$ cat src/rtl/pmdm_pkg.sv
// Package for the PCM mean-level decibel meter.
// Holds the shared widths, constants and control structs; no dependencies.
package pmdm_pkg;

  // Fixed widths of the sample path.
  localparam int SAMPLE_W = 16;
  localparam int MAG_W    = 17;
  localparam int LEVEL_W  = 8;

  // Limb width of the multiword numbers and of the shared multiplier.
  localparam int LIMB_W = 32;

  // The level is 20*log10, so both operands are raised to the 20th power.
  localparam int POW_N  = 20;
  localparam int PASS_W = 5;

  // Each dB step multiplies by ten.
  localparam int TEN = 10;

  // Upper bound on the level magnitude.
  localparam int LEVEL_LIMIT = 127;
  localparam int K_W         = 7;

  // Request from the front end to the level converter.
  typedef struct packed {
    logic start;  // begin a conversion with the latched operands
    logic take;   // the finished level moves to the output register
    logic neg;    // the mean is below one, so the level is negative
    logic zero;   // the sum is zero, so the level is zero
  } conv_ctl_t;

  // Status of the level converter.
  typedef struct packed {
    logic busy;   // a conversion is running or its result waits
    logic done;   // the level is ready
  } conv_sts_t;

endpackage

$ cat src/rtl/pmdm_limb_mac.sv
// Shared multiply-add unit of the meter: one limb times a scalar plus a carry.
// Depends on nothing but its parameters.
module pmdm_limb_mac #(
  parameter int XW = 32,
  parameter int SW = 32
) (
  input  logic [XW-1:0] x_i,
  input  logic [SW-1:0] s_i,
  input  logic [SW-1:0] c_i,
  output logic [XW-1:0] lo_o,
  output logic [SW-1:0] hi_o
);

  localparam int PW = XW + SW;

  logic [PW-1:0] prod;

  // The sum never exceeds PW bits since the carry is below the scalar's range.
  assign prod = (PW'(x_i) * PW'(s_i)) + PW'(c_i);
  assign lo_o = prod[XW-1:0];
  assign hi_o = prod[PW-1:XW];

endmodule

$ cat src/rtl/pmdm_level_conv.sv
// Level converter: finds the largest k, at most 127, with 10^k * lo^20 <= hi^20 exactly.
// Uses pmdm_pkg and one shared pmdm_limb_mac over multiword limb arrays.
module pmdm_level_conv #(
  parameter int SUM_W = 32
) (
  input  logic                            clk_i,
  input  logic                            rst_ni,
  input  pmdm_pkg::conv_ctl_t             ctl_i,
  input  logic [SUM_W-1:0]                hi_i,
  input  logic [SUM_W-1:0]                lo_i,
  output pmdm_pkg::conv_sts_t             sts_o,
  output logic signed [pmdm_pkg::LEVEL_W-1:0] level_o
);

  localparam int LW     = pmdm_pkg::LIMB_W;
  localparam int PROD_W = pmdm_pkg::POW_N * SUM_W + 4;
  localparam int NL     = (PROD_W + LW - 1) / LW;
  localparam int IDX_W  = (NL > 1) ? $clog2(NL) : 1;
  localparam int KW     = pmdm_pkg::K_W;
  localparam int PW     = pmdm_pkg::PASS_W;

  localparam logic [IDX_W-1:0] LAST_IDX  = IDX_W'(NL - 1);
  localparam logic [PW-1:0]    LAST_PASS = PW'(pmdm_pkg::POW_N - 1);
  localparam logic [KW-1:0]    LAST_K    = KW'(pmdm_pkg::LEVEL_LIMIT - 1);

  localparam logic [2:0] ST_IDLE = 3'd0;
  localparam logic [2:0] ST_POWT = 3'd1;
  localparam logic [2:0] ST_POWA = 3'd2;
  localparam logic [2:0] ST_MUL  = 3'd3;
  localparam logic [2:0] ST_CMP  = 3'd4;
  localparam logic [2:0] ST_DONE = 3'd5;

  logic [2:0]       state_q;
  logic [IDX_W-1:0] idx_q;
  logic [PW-1:0]    pass_q;
  logic [KW-1:0]    k_q;
  logic             ptr_q;
  logic             neg_q;
  logic [SUM_W-1:0] carry_q;
  logic [SUM_W-1:0] hi_q;
  logic [SUM_W-1:0] lo_q;

  logic [LW-1:0] top_q  [NL];
  logic [LW-1:0] buf0_q [NL];
  logic [LW-1:0] buf1_q [NL];

  logic [LW-1:0]    top_rd;
  logic [LW-1:0]    b0_rd;
  logic [LW-1:0]    b1_rd;
  logic [LW-1:0]    acc_rd;
  logic [LW-1:0]    nxt_rd;
  logic [LW-1:0]    one_limb;
  logic [LW-1:0]    mac_x;
  logic [SUM_W-1:0] mac_s;
  logic [LW-1:0]    mac_lo;
  logic [SUM_W-1:0] mac_hi;

  assign top_rd = top_q[idx_q];
  assign b0_rd  = buf0_q[idx_q];
  assign b1_rd  = buf1_q[idx_q];
  assign acc_rd = ptr_q ? b1_rd : b0_rd;
  assign nxt_rd = ptr_q ? b0_rd : b1_rd;

  // The first power pass multiplies the constant one, so no array clear is needed.
  assign one_limb = (idx_q == '0) ? LW'(1) : '0;

  always_comb begin
    mac_x = '0;
    mac_s = '0;
    case (state_q)
      ST_POWT: begin
        mac_x = (pass_q == '0) ? one_limb : top_rd;
        mac_s = hi_q;
      end
      ST_POWA: begin
        mac_x = (pass_q == '0) ? one_limb : b0_rd;
        mac_s = lo_q;
      end
      ST_MUL: begin
        mac_x = acc_rd;
        mac_s = SUM_W'(pmdm_pkg::TEN);
      end
      default: begin
        mac_x = '0;
        mac_s = '0;
      end
    endcase
  end

  pmdm_limb_mac #(
    .XW(LW),
    .SW(SUM_W)
  ) u_mac (
    .x_i (mac_x),
    .s_i (mac_s),
    .c_i (carry_q),
    .lo_o(mac_lo),
    .hi_o(mac_hi)
  );

  // Limb arrays, written one limb per cycle.
  always_ff @(posedge clk_i) begin
    case (state_q)
      ST_POWT: top_q[idx_q] <= mac_lo;
      ST_POWA: buf0_q[idx_q] <= mac_lo;
      ST_MUL: begin
        if (ptr_q) begin
          buf0_q[idx_q] <= mac_lo;
        end else begin
          buf1_q[idx_q] <= mac_lo;
        end
      end
      default: ;
    endcase
  end

  always_ff @(posedge clk_i or negedge rst_ni) begin
    if (!rst_ni) begin
      state_q <= ST_IDLE;
      idx_q   <= '0;
      pass_q  <= '0;
      k_q     <= '0;
      ptr_q   <= 1'b0;
      neg_q   <= 1'b0;
      carry_q <= '0;
      hi_q    <= '0;
      lo_q    <= '0;
    end else begin
      unique case (state_q)
        ST_IDLE: begin
          if (ctl_i.start) begin
            hi_q    <= hi_i;
            lo_q    <= lo_i;
            neg_q   <= ctl_i.neg;
            k_q     <= '0;
            ptr_q   <= 1'b0;
            idx_q   <= '0;
            pass_q  <= '0;
            carry_q <= '0;
            state_q <= ctl_i.zero ? ST_DONE : ST_POWT;
          end
        end
        ST_POWT, ST_POWA: begin
          if (idx_q == LAST_IDX) begin
            idx_q   <= '0;
            carry_q <= '0;
            if (pass_q == LAST_PASS) begin
              pass_q  <= '0;
              state_q <= (state_q == ST_POWT) ? ST_POWA : ST_MUL;
            end else begin
              pass_q <= pass_q + PW'(1);
            end
          end else begin
            idx_q   <= idx_q + IDX_W'(1);
            carry_q <= mac_hi;
          end
        end
        ST_MUL: begin
          if (idx_q == LAST_IDX) begin
            carry_q <= '0;
            state_q <= ST_CMP;
          end else begin
            idx_q   <= idx_q + IDX_W'(1);
            carry_q <= mac_hi;
          end
        end
        ST_CMP: begin
          // Scan from the top limb; the first differing limb decides.
          if (nxt_rd > top_rd) begin
            state_q <= ST_DONE;
          end else if ((nxt_rd < top_rd) || (idx_q == '0)) begin
            ptr_q <= ~ptr_q;
            k_q   <= k_q + KW'(1);
            idx_q <= '0;
            if (k_q == LAST_K) begin
              state_q <= ST_DONE;
            end else begin
              state_q <= ST_MUL;
            end
          end else begin
            idx_q <= idx_q - IDX_W'(1);
          end
        end
        ST_DONE: begin
          if (ctl_i.take) begin
            state_q <= ST_IDLE;
          end
        end
        default: state_q <= ST_IDLE;
      endcase
    end
  end

  assign sts_o.busy = (state_q != ST_IDLE);
  assign sts_o.done = (state_q == ST_DONE);

  assign level_o = neg_q ? (pmdm_pkg::LEVEL_W'(0) - pmdm_pkg::LEVEL_W'(k_q))
                         : pmdm_pkg::LEVEL_W'(k_q);

endmodule

$ cat config.mk
export PLATFORM = sky130hd
export DESIGN_NAME = pmdm_level_conv
export DESIGN_NICKNAME = d
export VERILOG_FILES = /design/src/rtl/pmdm_pkg.sv /design/src/rtl/pmdm_limb_mac.sv /design/src/rtl/pmdm_level_conv.sv
export SDC_FILE = /design/constraint.sdc
export NUM_CORES = 2
export LEC_CHECK = 0
export ABC_AREA = 0
export BUFFER_PORTS_ARGS = -buffer_cell sky130_fd_sc_hd__buf_4
export CORE_MARGIN = 1
export CORE_UTILIZATION = 45
export CTS_CLUSTER_SIZE = 20
export DETAILED_ROUTE_END_ITERATION = 7
export PLACE_DENSITY = 0.57
export RECOVER_POWER = 100
export SLEW_MARGIN = 20
export SYNTH_ARGS = -nofsm -noshare
export SYNTH_HDL_FRONTEND = slang
export SYNTH_SLANG_ARGS = --single-unit
$ cat constraint.sdc
create_clock -name clk_i -period 13.7 [get_ports clk_i]
set_input_delay 2.74 -clock clk_i [delete_from_list [all_inputs] [get_ports clk_i]]
set_output_delay 2.74 -clock clk_i [all_outputs]
set_load 0.005 [all_outputs]
==> metrics.cfg <==
[run_status]
status = finished, violations left
violations = capacitance limit, slew limit

[finish]
layout.cells.non_filler = 11666
layout_commonest_cell = edfxtp_1
seq_area_sq_um = 63500
nets = 9296
n_fill_cell = 21937
areaGrowthSynthToFinish_pct = 10.5
drive_gt1_share_pct = 16.8
final_cell_mix = edfxtp_1, inv_1, fa_1
multiInputGateArea_sq_um = 48800
finish.utilization_pct = 50.1

[placed_design]
port_buffers = 79
place.gp.congestion = 0.965
dp_slack_ns = 1.25
dp.final_hpwl_um = 232000
place_inst = 11260

[timing]
finalMaxSlewViolations = 3275
rsz0062_at_grt = false
worst_pin_slew_ns = 4.29
tns_ns = 0
fin_crit_sh_pct = 94.9
skew_ns = 0.106
fin_ws_ns = 0.705
period_needed_ns = 13.00
hold_viol = 0
max_freq_ghz = 0.0770
timing.slew.headroom_pct = -186
final-setup-viol-count = 0

[clocking]
cts_sinks = 2134
max-clock-path-buffers = 4
cts-root-buf = clkbuf_16
worstSkewPairLatency_ns = 0.92
cts_setup_buffers = 0
cts_tree = done
cts_hold_buf = 0
cts_resized = 0
htree_levels = 4
clk_pin_slew_ns = 0.06
cts_buffers = 225

[global_routing]
grt_overflow = 0
grt_pass1_wl_um = 510000
antenna_found_initial = 10
grt_usage_pct = 27.1
grt.met1_usage_pct = 38.1
grt_pass1_vias = 70162
met3_usage_pct = 4.83
grt_busiest_layer = met2
grt_start_max_net_pins = 100
use_met2_pct = 42.6

[floorplan]
die_h_um = 514
die_area_sq_um = 264000
ios = 80
core_sq_um = 260000
fp.dieW_um = 514
start_util_pct = 45.3
num_rows = 187

[logic_synthesis]
ys_async_sr_fraction_pct = 5.53
synth_fp_nets = 9109
yosysSeqAreaShare_pct = 53.9
yosys_most_used_dff = edfxtp_1
synthDistinctLibCells = 79
synth-edff-count = 2016
yosysWarnings = 0
synth-seq-cells = 2134
syn_inst = 7806
synth_area_sq_um = 118000
syn_avg_cell_area_sq_um = 15.1

[critical_path]
slowest_delay_ns = 1.87
crit_arrival_ns = 13.84
crit_top_cell = fa_1
start_kind = flop
worstPathRequired_ns = 14.55
path_delay_family = adder cells
crit_path_end_kind = flop
crit_slowest_cell = dfrtp_1
path_buf_inv = 6
worstPathMaxFanout = 33
crit_type = flop to flop

[detailed_routing]
finalWirelength_um = 352000
ant_nets = 0
avgViaCountPerCell = 5.82
dr.pass1.iters = 6
vias = 67865
wl_per_cell_um = 30.2
drt_iter0_markers = 6961
drcViolationCount = 0

[min_path]
min_path_type = flop to flop

[power_and_ir_drop]
p_leak_nw = 46.6
ir_worst_vdd_mv = 0.101
pwr_density_cell_nw_per_um2 = 99.0

[flow_run]
cap_violations = 90

-- Yosys cell counts, types with 15 or more instances --
library cell / number / area (sq um)
clkbuf_1: 200 / 751
inv_1: 1029 / 3860
xnor2_1: 43 / 377
a21o_1: 48 / 360
dfrtp_1: 118 / 2950
and2_1: 54 / 338
edfxtp_1: 2016 / 60500
mux2i_1: 97 / 971
nand2_1: 581 / 2180
or2_1: 36 / 225
a21oi_1: 157 / 786
nand3_1: 34 / 170
nor2_1: 605 / 2270
buf_4: 41 / 308
a22oi_1: 56 / 420
and3_1: 27 / 169
a22o_1: 32 / 280
fa_1: 928 / 18600
xor2_1: 26 / 228
o22a_1: 15 / 131
o21ai_0: 137 / 686
a31oi_1: 16 / 100
mux4_2: 554 / 12500
ha_1: 305 / 3820
nand4_1: 24 / 150
buf_6: 50 / 563
buf_2: 100 / 500
or2_2: 19 / 119
buf_1: 31 / 116
nand2b_1: 105 / 657
o21ai_1: 41 / 205
nor3_1: 25 / 125
mux2_2: 79 / 890
-- power breakdown --
group	switching (mW)	internal (mW)	total, mW
registers	0	7.03	7.03
logic	0.0116	0.0122	0.0238
clock network	2.56	3.29	5.85
total	2.57	10.3	12.9
-- layout make-up --
type                            count  area share [%]
Antenna cell                        9          0.0173
Clock buffer                      268            4.46
Clock inverter                    127           0.840
Inverter                         1030            2.97
Multi-Input combinational cell   4213            37.5
Sequential cell                  2134            48.8
Tap cell                         3496            3.36
Timing Repair Buffer              389            2.14
-- path summary, 6_finish.rpt --
path	startpoint	endpoint	slack, ns	cells past startpoint
min in group asynchronous	rst_ni	lo_q[0]	3.33	1
worst max-delay path	idx_q[2]	carry_q[26]	0.70	31
worst max register to register	idx_q[2]	carry_q[26]	0.70	31
max in group asynchronous	rst_ni	idx_q[4]	5.12	2
worst min-delay path	carry_q[27]	carry_q[27]	0.48	2
worst min register to register	carry_q[27]	carry_q[27]	0.48	2
-- flip-flops by register name (all words and copies together), names as in the netlist, 3 cells and up --
signal	flops
lo_q	32
state_q	3
top_q	672
buf1_q	672
carry_q	32
pass_q	5
k_q	7
idx_q	5
hi_q	32
buf0_q	672
-- tightest hold or removal path, cell delays in order, from the launching register on --
cell and delay (ns):
dfrtp_1 0.34, nand2_1 0.04, o21ai_0 0.06
-- layer usage --
metal	routed length, um	vias to the layer above
li1	-	27893
met1	146000	36489
met2	164000	2955
met3	28700	528
met4	13800	0
met5	0	-
-- stage by stage --
stage | power (mW) | hold WS, ns | instance area (sq um)
finish | 12.9 | 0.482 | 130000
global route | 13.2 | 0.522 | 130000
CTS | 13.0 | 0.487 | 131000
detailed placement | 7.19 | 0.473 | 124000
global placement | 7.19 | 0.470 | 124000
floorplan | 7.17 | 0.450 | 118000
-- cell families (layout without fill, tap and decap cells) --
group,after synthesis,in the layout,share of synthesized area [%]
AO/OA/AOI/OAI,629,629,3.45
XOR/XNOR,69,69,0.513
adder cells (fa/ha/maj),1234,1234,19.0
buffers and inverters,1459,1814,5.29
flip-flops,2134,2134,53.9
multiplexers,732,732,12.2
other,0,9,0
AND/OR/NAND/NOR,1549,1549,5.66
(Power assumes the default switching activity.)
